### src/hw/rtl/gcke_pkg.sv
// Shared types and constants for the group center-of-mass kinetic energy block.
// Holds register indexes, controller command and status structs.
// No dependencies.
`default_nettype none
package gcke_pkg;

   localparam int unsigned GCKE_MAX_GROUPS = 1024;
   localparam int unsigned SUM_W           = 48;
   localparam int unsigned DIV_STEPS       = 48;
   localparam int unsigned CNT_W           = 6;

   localparam logic [2:0] CSR_PPG          = 3'd0;
   localparam logic [2:0] CSR_FIRST_TAG    = 3'd1;
   localparam logic [2:0] CSR_GROUP_COUNT  = 3'd2;
   localparam logic [2:0] CSR_GROUP_SELECT = 3'd3;
   localparam logic [2:0] CSR_MASS         = 3'd4;
   localparam logic [2:0] CSR_TEMP_SCALE   = 3'd5;

   typedef enum logic [1:0] {
      AXIS_X,
      AXIS_Y,
      AXIS_Z
   } axis_type;

   typedef enum logic [1:0] {
      SQ_LO_LO,
      SQ_HI_LO,
      SQ_HI_HI
   } sq_step_type;

   typedef struct packed {
      logic        load_item;
      logic        div_bin;
      logic        div_mean;
      logic        div_step;
      logic        rd_bin;
      logic        wr_bin;
      logic        count_drop;
      logic        walk_clear;
      logic        walk_next;
      logic        rd_walk;
      logic        clr_write;
      axis_type    axis;
      logic        acc_clear;
      logic        sq_en;
      sq_step_type sq_step;
      logic        mul_en;
      logic        mul_ts;
      logic        mul_first;
      logic        mul_last;
      logic        emit;
   } cmd_type;

   typedef struct packed {
      logic selected;
      logic below;
      logic last;
      logic bin_ok;
      logic walk_last;
      logic walk_end;
      logic count_zero;
   } status_type;

endpackage
`default_nettype wire

### src/hw/rtl/gcke_ctrl.sv
// Controller state machine: sequences binning, read-modify-write, reduction,
// scaling, emit and the bin clearing sweep. Depends on gcke_pkg.
`default_nettype none
module gcke_ctrl (
   input  wire logic                 clock,
   input  wire logic                 reset,
   input  wire logic                 start,
   input  wire gcke_pkg::status_type status,
   output gcke_pkg::cmd_type         cmd,
   output logic                      busy,
   output logic                      rsp_valid
);
   import gcke_pkg::*;

   typedef enum logic [13:0] {
      S_CLEAR     = 14'b00000000000001,
      S_IDLE      = 14'b00000000000010,
      S_CHECK     = 14'b00000000000100,
      S_DIV_BIN   = 14'b00000000001000,
      S_BIN_CHK   = 14'b00000000010000,
      S_RMW_WR    = 14'b00000000100000,
      S_RED_INIT  = 14'b00000001000000,
      S_RED_RD    = 14'b00000010000000,
      S_RED_DIVLD = 14'b00000100000000,
      S_RED_DIV   = 14'b00001000000000,
      S_RED_SQ    = 14'b00010000000000,
      S_SCALE_M   = 14'b00100000000000,
      S_SCALE_T   = 14'b01000000000000,
      S_EMIT      = 14'b10000000000000
   } state_type;

   state_type        state_ff, state_in;
   logic [CNT_W-1:0] cnt_ff, cnt_in;
   axis_type         axis_ff, axis_in;
   logic             valid_ff, valid_in;
   state_type        after_item;

   always_comb begin
      after_item = status.last ? S_RED_INIT : S_IDLE;
      cmd        = '0;
      state_in   = state_ff;
      cnt_in     = cnt_ff;
      axis_in    = axis_ff;
      valid_in   = 1'b0;
      unique case (state_ff)
         S_CLEAR: begin
            cmd.clr_write = 1'b1;
            cmd.walk_next = 1'b1;
            if (status.walk_end) state_in = S_IDLE;
         end
         S_IDLE: begin
            if (start) begin
               cmd.load_item = 1'b1;
               state_in      = S_CHECK;
            end
         end
         S_CHECK: begin
            if (!status.selected) begin
               state_in = after_item;
            end else if (status.below) begin
               cmd.count_drop = 1'b1;
               state_in       = after_item;
            end else begin
               cmd.div_bin = 1'b1;
               cnt_in      = '0;
               state_in    = S_DIV_BIN;
            end
         end
         S_DIV_BIN: begin
            cmd.div_step = 1'b1;
            cnt_in       = cnt_ff + 1'b1;
            if (cnt_ff == CNT_W'(DIV_STEPS - 1)) state_in = S_BIN_CHK;
         end
         S_BIN_CHK: begin
            if (status.bin_ok) begin
               cmd.rd_bin = 1'b1;
               state_in   = S_RMW_WR;
            end else begin
               cmd.count_drop = 1'b1;
               state_in       = after_item;
            end
         end
         S_RMW_WR: begin
            cmd.wr_bin = 1'b1;
            state_in   = after_item;
         end
         S_RED_INIT: begin
            cmd.walk_clear = 1'b1;
            cmd.acc_clear  = 1'b1;
            axis_in        = AXIS_X;
            cnt_in         = '0;
            state_in       = status.count_zero ? S_SCALE_M : S_RED_RD;
         end
         S_RED_RD: begin
            cmd.rd_walk = 1'b1;
            state_in    = S_RED_DIVLD;
         end
         S_RED_DIVLD: begin
            cmd.div_mean = 1'b1;
            cmd.axis     = axis_ff;
            cnt_in       = '0;
            state_in     = S_RED_DIV;
         end
         S_RED_DIV: begin
            cmd.div_step = 1'b1;
            cnt_in       = cnt_ff + 1'b1;
            if (cnt_ff == CNT_W'(DIV_STEPS - 1)) begin
               cnt_in   = '0;
               state_in = S_RED_SQ;
            end
         end
         S_RED_SQ: begin
            cmd.sq_en   = 1'b1;
            cmd.sq_step = sq_step_type'(cnt_ff[1:0]);
            cnt_in      = cnt_ff + 1'b1;
            if (cnt_ff == CNT_W'(2)) begin
               cnt_in = '0;
               if (axis_ff != AXIS_Z) begin
                  axis_in  = (axis_ff == AXIS_X) ? AXIS_Y : AXIS_Z;
                  state_in = S_RED_DIVLD;
               end else if (status.walk_last) begin
                  state_in = S_SCALE_M;
               end else begin
                  axis_in       = AXIS_X;
                  cmd.walk_next = 1'b1;
                  state_in      = S_RED_RD;
               end
            end
         end
         S_SCALE_M: begin
            cmd.mul_en    = 1'b1;
            cmd.mul_first = cnt_ff == '0;
            cmd.mul_last  = cnt_ff == CNT_W'(3);
            cnt_in        = cnt_ff + 1'b1;
            if (cnt_ff == CNT_W'(3)) begin
               cnt_in   = '0;
               state_in = S_SCALE_T;
            end
         end
         S_SCALE_T: begin
            cmd.mul_en    = 1'b1;
            cmd.mul_ts    = 1'b1;
            cmd.mul_first = cnt_ff == '0;
            cmd.mul_last  = cnt_ff == CNT_W'(3);
            cnt_in        = cnt_ff + 1'b1;
            if (cnt_ff == CNT_W'(3)) state_in = S_EMIT;
         end
         S_EMIT: begin
            cmd.emit       = 1'b1;
            cmd.walk_clear = 1'b1;
            valid_in       = 1'b1;
            state_in       = S_CLEAR;
         end
         default: state_in = S_CLEAR;
      endcase
   end

   always_ff @(posedge clock) begin
      if (reset) begin
         state_ff <= S_CLEAR;
         cnt_ff   <= '0;
         axis_ff  <= AXIS_X;
         valid_ff <= 1'b0;
      end else begin
         state_ff <= state_in;
         cnt_ff   <= cnt_in;
         axis_ff  <= axis_in;
         valid_ff <= valid_in;
      end
   end

   assign busy      = state_ff != S_IDLE;
   assign rsp_valid = valid_ff;

endmodule
`default_nettype wire

### config.mk
export PLATFORM = sky130hd
export DESIGN_NAME = gcke_ctrl
export DESIGN_NICKNAME = d
export VERILOG_FILES = /design/src/hw/rtl/gcke_pkg.sv /design/src/hw/rtl/gcke_ctrl.sv
export SDC_FILE = /design/constraint.sdc
export NUM_CORES = 1
export LEC_CHECK = 0
export BUFFER_PORTS_ARGS = -buffer_cell sky130_fd_sc_hd__buf_2
export CORE_ASPECT_RATIO = 1.75
export CORE_MARGIN = 10
export CORE_UTILIZATION = 45
export DETAILED_ROUTE_END_ITERATION = 10
export PLACE_DENSITY = 0.67
export SLEW_MARGIN = 10
export SYNTH_ARGS = -nofsm -noshare
export SYNTH_HDL_FRONTEND = slang
export SYNTH_SLANG_ARGS = --single-unit
### constraint.sdc
create_clock -name clock -period 5.43 [get_ports clock]
set_clock_uncertainty 0.1 [all_clocks]
set_input_delay 0.2715 -clock clock [delete_from_list [all_inputs] [get_ports clock]]
set_output_delay 0.2715 -clock clock [all_outputs]
set_load 0.05 [all_outputs]
# == Word-level counts from Yosys, hierarchy flattened ==
# Cells that the tools add are included.
# Widths: inputs -> output; s select.
# word_totals
reg_bits,23
input_bits,10
word_cells,100
# op_classes
addsub,1
n_eq_ne,29
n_mux,54
n_reduce_logical,12
# ops
operator,n
$pmux 14 s13,1
$mux 14,9
$pmux 6 s6,1
$mux 6,5
$mux 12,2
$mux 1,23
$mux 7,3
$ne 2x2->1 const B,10
$eq 14x1->1 const B,1
$eq 14x10->1 const B,1
$eq 14x11->1 const B,1
$eq 14x12->1 const B,1
$eq 14x13->1 const B,1
$eq 14x14->1 const B,1
$eq 14x2->1 const B,1
$eq 14x3->1 const B,1
$eq 14x4->1 const B,1
$eq 14x5->1 const B,1
$eq 14x6->1 const B,1
$eq 14x7->1 const B,1
$eq 14x8->1 const B,1
$eq 14x9->1 const B,1
$ne 14x2->1 const B,1
$eq 6x2->1 const B,2
14 further kinds,25

# == Longest topological paths before layout ==
# Gate-level depths: netlist of the first run.
# logic_depth
depth_word,5
mapped_depth,9
mapped_depth_nobuf,7

# == Worst setup path before layout of the first run ==
# No wires, ideal clock.
# synth_path
path_kind,flip-flop to output port
startpoint,register state_ff[4]
endpoint,output cmd[1] (netlist bit)
arrival_ps,3482
required_ps,5058
path_slack_ps,1577
stages_incl_launch_ff,6
n_path_buf,1
path_cell_list,dfxtp_1 > clkbuf_1 > nor4_1 > nand2_1 > nor4_1 > and3_1
# synth_lines
item,line,rtl
"start, declared",gcke_ctrl.sv:32,"state_type state_ff, state_in;"
"start signal, assigned",gcke_ctrl.sv:165,state_ff <= state_in;
"end, declared",gcke_ctrl.sv:9,"output gcke_pkg::cmd_type cmd,"

==> impl_metrics.py, run 1 <==
metrics = {
    "drt": {
        "drc_errors": 0,
        "wl_per_cell_um": 17.2,
        "drt_pass1_iterations": 4,
        "wirelength_um": 5000,
        "drt_iter0_markers": 72,
        "vias": 1743,
        "avgViaCountPerCell": 5.99,
        "postRouteAntennaNets": 0,
    },
    "final_layout": {
        "final_area_mm2": 0.00191,
        "drive_gt1_share_pct": 22.4,
        "post-route-util_pct": 52.1,
        "antenna_cells": 0,
        "final_nets": 259,
        "area_growth_syn_to_layout_pct": 9.86,
        "fill_cells": 380,
    },
    "timing": {
        "period_needed_ns": 3.15,
        "slew_viol_final": 0,
        "layout_setup_ws_ns": 2.28,
        "fmax_mhz": 318,
        "final.setup.tns_ns": 0,
        "final_hold_viol_count": 0,
        "grt_setup_unrepaired": "no",
        "setup_viol_count_final": 0,
        "fin_crit_sh_pct": 57.9,
        "worstMarginPinSlew_ns": 0.829,
        "slew_headroom_pct": 44.0,
    },
    "yosys": {
        "synth_cells": 222,
        "postSynthAreaPerCell_um2": 7.83,
        "async_flop_share_pct": 0,
        "synthSimpleGateAreaFrac_pct": 39.6,
        "ys_seq_elements": 23,
        "yosysUniqueCellTypes": 60,
        "synth_compound_area_share_pct": 18.4,
        "synthAdderAreaFrac_pct": 2.16,
        "synth_xor_area_share_pct": 3.02,
        "synth_flop_cell": "dfxtp_1",
        "synth_top_family_by_area": "simple AND/OR/NAND/NOR gates",
        "synth_mux_area_share_pct": 0,
        "synth_warnings": 0,
        "synth-edff-count": 0,
        "yosysSeqAreaShare_pct": 26.5,
        "synth_nets": 235,
        "synthesis.area_mm2": 0.00174,
    },
    "placement": {
        "dpl_cell_area_mm2": 0.00186,
        "routabilityCongestion": 0.945,
        "place_ws_ns": 2.57,
        "dp_hpwl_um": 3970,
        "portBuffers": 33,
    },
    "global_routing": {
        "grt_use_met3_pct": 2.52,
        "grtUsageTotal_pct": 14.4,
        "grt_pass1_wl_um": 7860,
        "use_met1_pct": 12.8,
        "grt_start_max_net_pins": 24,
        "grt_pass1_vias": 1746,
        "grt_busiest_layer": "met2",
        "antenna_found_initial": 0,
        "globalRouteOverflowTotal": 0,
        "met2_usage_pct": 28.6,
    },
    "floorplan": {
        "dieArea_mm2": 0.00685,
        "fp-row-count": 29,
        "pin_count": 34,
        "initial_core_util_pct": 47.5,
        "core_area_mm2": 0.00366,
        "die_h_um": 102,
        "die_w_um": 67.0,
    },
    "power": {
        "combinationalPowerShare_pct": 41.6,
        "p_int_uw": 299,
        "p_sw_share_pct": 43.0,
        "powerDensity_mw_per_mm2": 275,
        "p_seq_share_pct": 37.6,
        "total_power_uw": 525,
        "vdd_ir_drop_max_v": 0.000200,
        "pwr-share-clk_pct": 20.8,
        "p_sw_uw": 226,
        "leakage_nw": 0.856,
    },
    "clock_tree": {
        "cts-root-buf": "clkbuf_8",
        "clkSinkCount": 23,
        "cts.path.max_buffers": 2,
        "cts_buffers": 3,
        "hold_buffers": 0,
        "clk_pin_slew_ns": 0.08,
        "post_cts_buffers": 0,
        "cts_tree": "built",
        "clk_latency_ns": 0.27,
        "cts_max_level": 1,
        "ctsResizeCount": 0,
    },
    "critical_path": {
        "end_kind": "output pin",
        "cp_max_fo": 9,
        "critical_path_class": "reg2out",
        "worstPathArrival_ns": 2.77,
        "cp_data_required_time_ns": 5.06,
        "start_kind": "flip-flop",
    },
    "outcome": {
        "status": "complete, no violations",
    },
    "run": {
        "max_cap_violations": 0,
    },
    "min_path": {
        "hold_class": "in2reg",
    },
}
cell usage in the layout, fill, tap and decap left out, drive strengths merged, types with 5 or more instances in the layout:
cell | synthesis | final
or4 | 7 | 7
nand3 | 9 | 9
buf | 6 | 34
inv | 20 | 20
or3 | 5 | 5
nor4 | 9 | 9
o21ai | 5 | 5
dfxtp | 23 | 23
nor4b | 6 | 6
nand2 | 17 | 17
nor3 | 16 | 16
and3 | 7 | 7
and2 | 6 | 6
nor2 | 17 | 17
a21oi | 6 | 6
final timing paths:
kind,startpoint,endpoint,slack [ns],depth (start not counted)
worst max-delay path,state_ff[4],cmd[11],2.28,4
worst min-delay path,status[4],state_ff[6],0.13,3
worst max register to register,state_ff[4],cnt_ff[1],2.71,7
worst min register to register,cnt_ff[0],cnt_ff[0],0.45,1
critical path: stages, from the launching register on:
cell,delay [ns]
dfxtp_1,0.40
nor4_1,0.63
nand3_1,0.28
nor4b_1,0.79
buf_2,0.40
flip-flops by register name (all words and copies together) (netlist names):
register,count
rsp_valid,1
state_ff,14
axis_ff,2
cnt_ff,6
stage by stage:
stage | std cells | hold slack [ns]
2_1_floorplan | 222 | 0.284
3_3_place_gp | 287 | 0.409
3_5_place_dp | 287 | 0.409
4_1_cts | 291 | 0.117
5_1_grt | 291 | 0.130
6_report | 291 | 0.128
synth_stat cells (4+ instances only):
master | number | area (um^2)
nor4b_1 | 5 | 43.8
nand3_1 | 9 | 45.0
or4_1 | 5 | 37.5
xnor2_1 | 4 | 35.0
inv_1 | 20 | 75.1
o21ai_0 | 5 | 25.0
clkbuf_1 | 6 | 22.5
nor4_1 | 7 | 43.8
and2_1 | 6 | 37.5
nor3_2 | 4 | 40.0
nor2_1 | 17 | 63.8
nand2_1 | 16 | 60.1
and3_1 | 7 | 43.8
a21oi_1 | 6 | 30.0
nor3_1 | 12 | 60.1
dfxtp_1 | 23 | 460
area by class of cell:
class | count | area (um^2) | area share (%)
multi-input combinational | 164 | 1100 | 57.5
sequential | 23 | 460 | 24.1
timing repair buffer | 34 | 173 | 9.04
inverter | 20 | 75.1 | 3.93
tap | 46 | 57.6 | 3.01
clock buffer | 3 | 41.3 | 2.16
clock inverter | 1 | 5.00 | 0.262
power by group through the flow:
stage | logic [mW] | registers (mW) | clock network [mW]
finish | 0.218 | 0.197 | 0.109
global route | 0.235 | 0.198 | 0.118
detailed placement | 0.218 | 0.201 | 0
global placement | 0.217 | 0.201 | 0
CTS | 0.219 | 0.197 | 0.114
floorplan | 0.194 | 0.182 | 0
routing by layer:
| layer | routed length (um) | vias up |
|---|---|---|
| met5 | 0 | - |
| met1 | 1860 | 838 |
| li1 | - | 860 |
| met3 | 185 | 12 |
| met2 | 2810 | 33 |
| met4 | 149 | 0 |
cells by family (layout without fill, tap and decap cells):
group                    Yosys count  after routing
AO/OA/AOI/OAI                     42             42
flip-flops                        23             23
XOR/XNOR                           6              6
buffers and inverters             35             58
AND/OR/NAND/NOR                  113            113
adder cells (fa/ha/maj)            3              3
Note: power is estimated with default switching activity, not from simulation.
==> inputs of run 2 (changes only) <==
- clock period: 5.43 -> 3.3 ns (I/O delays scaled with it)
==> impl_metrics.py, run 2 (synthesis results as in run 1) <==
metrics = {
    "placement": {
        "routabilityCongestion": 0.895,
        "portBuffers": 33,
        "dp_hpwl_um": 4070,
    },
    "drt": {
        "drt_iter0_markers": 107,
        "postRouteAntennaNets": 0,
        "wirelength_um": 5110,
        "drt_pass1_iterations": 4,
        "wl_per_cell_um": 17.5,
        "avgViaCountPerCell": 5.98,
        "drc_errors": 0,
        "vias": 1747,
    },
    "final_layout": {
        "largest-register": "state_ff",
        "antenna_cells": 0,
        "mostFrequentLayoutCell": "buf_2",
        "fill_cells": 376,
        "reg.largest.list": "state_ff x14, cnt_ff x6, axis_ff x2",
        "final_nets": 260,
        "largest_register_ff_count": 14,
        "area_growth_syn_to_layout_pct": 10.9,
        "drive_gt1_share_pct": 23.2,
        "multiInputGateArea_mm2": 0.00111,
        "seqCellArea_um2": 460,
        "final_cell_mix": "33 x buf_2, 23 x dfxtp_1, 20 x inv_1",
    },
    "global_routing": {
        "grt_start_max_net_pins": 24,
        "grt_pass1_wl_um": 8410,
        "grt_pass1_vias": 1784,
        "antenna_found_initial": 0,
        "grtUsageTotal_pct": 15.3,
        "globalRouteOverflowTotal": 0,
    },
    "clock_tree": {
        "cts-root-buf": "clkbuf_8",
        "cts.path.max_buffers": 2,
        "clkSinkCount": 23,
        "cts_max_level": 1,
        "cts_tree": "built",
        "post_cts_buffers": 0,
        "clk_pin_slew_ns": 0.09,
        "cts_buffers": 3,
        "clk_latency_ns": 0.26,
        "ctsResizeCount": 0,
        "hold_buffers": 0,
    },
    "run": {
        "max_cap_violations": 0,
    },
    "timing": {
        "slew_headroom_pct": 49.3,
        "fin_crit_sh_pct": 86.1,
        "slew_viol_final": 0,
        "grt_setup_unrepaired": "no",
        "fmax_mhz": 352,
        "final_hold_viol_count": 0,
        "worstMarginPinSlew_ns": 0.755,
        "setup_viol_count_final": 0,
        "period_needed_ns": 2.84,
        "final.setup.tns_ns": 0,
        "holdWs_ns": 0.0190,
    },
    "critical_path": {
        "cp_top_family": "simple AND/OR/NAND/NOR gates",
        "cp_data_required_time_ns": 3.03,
        "end_kind": "output pin",
        "reg2reg_depth": 7,
        "worstPathArrival_ns": 2.58,
        "rrSetupSlack_ns": 0.59,
        "path_cells": "or4_4, or3_4, nor4b_2, nand2b_1, buf_2",
        "slowest_stage": "or4_4",
        "rr_endpoint": "state_ff[0]",
        "cp_max_fo": 10,
        "worst-path-buf-inv": 1,
        "reg2reg_from": "cnt_ff[0]",
        "max_stage_delay_ns": 0.58,
        "critical_path_class": "reg2out",
        "start_kind": "flip-flop",
    },
    "min_path": {
        "hold_class": "in2reg",
        "holdPathStages": 3,
        "hold_end": "state_ff[6]",
        "min-delay-start": "status[4]",
    },
    "floorplan": {
        "core_area_mm2": 0.00366,
        "fp-row-count": 29,
        "die_h_um": 102,
        "initial_core_util_pct": 47.5,
        "dieArea_mm2": 0.00685,
        "die_w_um": 67.0,
        "pin_count": 34,
    },
    "power": {
        "powerDensity_mw_per_mm2": 450,
        "leakage_nw": 0.861,
        "vdd_ir_drop_max_v": 0.000263,
    },
    "outcome": {
        "status": "complete, no violations",
    },
}
[run 2: area by class of cell]
type                       count  area share, %
tap                           46           2.98
inverter                      20           3.89
clock buffer                   4           2.33
sequential                    23           23.9
multi-input combinational    164           57.6
timing repair buffer          35           9.34
[run 2: stage by stage]
step	total power, mW	utilization [%]	instances	worst slack, ns	instance area, um^2
global placement	0.692	51.4	288	0.620	1880
CTS	0.875	52.6	292	0.479	1930
detailed placement	0.697	51.4	288	0.635	1880
global route	0.918	52.6	292	0.374	1930
finish	0.869	52.6	292	0.458	1930
floorplan	0.627	-	222	0.0300	1750
[run 2: where the power goes]
part | internal, mW | switching, mW | total, mW
logic | 0.122 | 0.246 | 0.368
registers | 0.290 | 0.0346 | 0.325
clock network | 0.0861 | 0.0903 | 0.176
[run 2: layer usage]
layer / wire (um) / vias to the layer above / GRT usage (%)
met5: 0 / - / 0
met4: 171 / 0 / 7.78
met2: 2830 / 57 / 28.2
li1: - / 860 / -
met1: 1890 / 815 / 15.7
met3: 222 / 15 / 2.41
[run 2: worst max-delay path by stage]
stage | startpoint | to | slack [ns] | cells after the start
5_1_grt | state_ff[0] | cmd[14] | 0.37 | 5
3_5_place_dp | cnt_ff[0] | state_ff[0] | 0.63 | 7
2_1_floorplan | state_ff[1] | state_ff[8] | 0.03 | 6
3_3_place_gp | cnt_ff[0] | state_ff[0] | 0.62 | 7
4_1_cts | state_ff[0] | cmd[14] | 0.48 | 5
6_report | state_ff[1] | cmd[14] | 0.46 | 5
[run 2: worst reg2reg max path, delay by kind of cell (launching register included)]
kind	cells	cell delay, ns
DFF	1	0.42
adders and majority gates	1	0.32
and+or+nand+nor	5	1.58
AOI/OAI and AO/OA	1	0.19
==> inputs of run 3 (changes only) <==
- clock period: 3.3 -> 3.1 ns (I/O delays scaled with it)
==> impl_metrics.py, run 3 (synthesis results as in run 1) <==
metrics = {
    "floorplan": {
        "initial_core_util_pct": 47.5,
        "die_h_um": 102,
        "core_area_mm2": 0.00366,
        "pin_count": 34,
        "die_w_um": 67.0,
        "fp-row-count": 29,
        "dieArea_mm2": 0.00685,
    },
    "timing": {
        "period_needed_ns": 2.88,
        "fmax_mhz": 348,
        "final.setup.tns_ns": 0,
        "holdWs_ns": -0.00120,
        "grt_setup_unrepaired": "no",
        "slew_headroom_pct": 56.6,
        "fin_crit_sh_pct": 92.8,
        "final_hold_viol_count": 1,
        "setup_viol_count_final": 0,
        "layout_setup_ws_ns": 0.223,
        "slew_viol_final": 0,
        "worstMarginPinSlew_ns": 0.646,
    },
    "final_layout": {
        "final_nets": 265,
        "largest_register_ff_count": 14,
        "antenna_cells": 0,
        "post-route-util_pct": 54.2,
        "area_growth_syn_to_layout_pct": 14.2,
        "final_cell_mix": "33 x buf_2, 23 x dfxtp_1, 20 x inv_1",
        "mostFrequentLayoutCell": "buf_2",
        "fill_cells": 364,
        "layout.cells.non_filler": 297,
        "reg.largest.list": "state_ff x14, cnt_ff x6, axis_ff x2",
        "final_area_mm2": 0.00199,
        "drive_gt1_share_pct": 25.5,
        "largest-register": "state_ff",
    },
    "clock_tree": {
        "cts.path.max_buffers": 2,
        "cts-root-buf": "clkbuf_8",
        "clk_pin_slew_ns": 0.10,
        "cts_max_level": 1,
        "ctsResizeCount": 0,
        "cts_buffers": 3,
        "clk_latency_ns": 0.28,
        "clkSinkCount": 23,
        "post_cts_buffers": 0,
        "hold_buffers": 0,
        "cts_tree": "built",
    },
    "placement": {
        "routabilityCongestion": 0.908,
        "place_ws_ns": 0.326,
        "dp.cells": 293,
        "dpl_cell_area_mm2": 0.00194,
        "portBuffers": 33,
        "dp_hpwl_um": 4090,
    },
    "drt": {
        "vias": 1772,
        "drt_pass1_iterations": 4,
        "wl_per_cell_um": 17.2,
        "drt_iter0_markers": 57,
        "wirelength_um": 5120,
        "postRouteAntennaNets": 0,
        "drc_errors": 0,
        "avgViaCountPerCell": 5.97,
    },
    "critical_path": {
        "max_stage_delay_ns": 0.63,
        "slowest_stage": "nor4_2",
        "critical_path_class": "reg2reg",
        "start_kind": "flip-flop",
        "cp_data_required_time_ns": 3.17,
        "path_cells": "ha_1, nand3_1, or3_1, and4_1, nor4_2, nand2_2, a21o_1",
        "cp_max_fo": 7,
        "cp_top_family": "simple AND/OR/NAND/NOR gates",
        "worst-path-buf-inv": 0,
        "worstPathArrival_ns": 2.94,
        "end_kind": "flip-flop",
    },
    "run": {
        "max_cap_violations": 0,
    },
    "power": {
        "leakage_nw": 0.885,
        "total_power_uw": 955,
        "powerDensity_mw_per_mm2": 481,
        "vdd_ir_drop_max_v": 0.000322,
    },
    "global_routing": {
        "grt_pass1_wl_um": 8530,
        "antenna_found_initial": 0,
        "grt_pass1_vias": 1801,
        "grtUsageTotal_pct": 15.3,
        "globalRouteOverflowTotal": 0,
        "grt_start_max_net_pins": 24,
    },
    "outcome": {
        "status": "finished, violations left",
        "violations": "negative hold slack",
    },
    "min_path": {
        "hold_class": "in2reg",
    },
}
[run 3: worst paths after layout]
check,startpoint,endpoint,slack [ns],cells past startpoint
setup reg to reg,cnt_ff[1],state_ff[0],0.22,7
hold / removal,status[4],state_ff[6],-0.001,3
hold reg to reg,cnt_ff[3],cnt_ff[3],0.45,2
setup / recovery,cnt_ff[1],state_ff[0],0.22,7
[run 3: power breakdown]
group / switching, mW / total (mW) / internal (mW)
Combinational: 0.274 / 0.412 / 0.138
Sequential: 0.0346 / 0.343 / 0.309
Clock: 0.109 / 0.200 / 0.0912
Total: 0.417 / 0.955 / 0.538
[run 3: metal layers]
metal,GRT usage [%],routed length [um],vias up
met2,27.3,2840,49
li1,-,-,869
met3,2.74,229,16
met5,0,0,-
met4,8.10,174,0
met1,16.3,1880,838
[run 3: cell type report]
cell class / instances / area [um^2] / area share, %
well taps: 46 / 57.6 / 2.90
clock inverters: 1 / 7.51 / 0.378
flip-flops and latches: 23 / 460 / 23.2
repair buffers: 40 / 218 / 11.0
clock buffers: 3 / 41.3 / 2.08
inverters: 20 / 75.1 / 3.78
multi-input cells: 164 / 1130 / 56.7
[run 3: worst min-delay path, stage by stage]
cell	delay, ns
buf_2	0.10
inv_1	0.05
a311oi_1	0.03
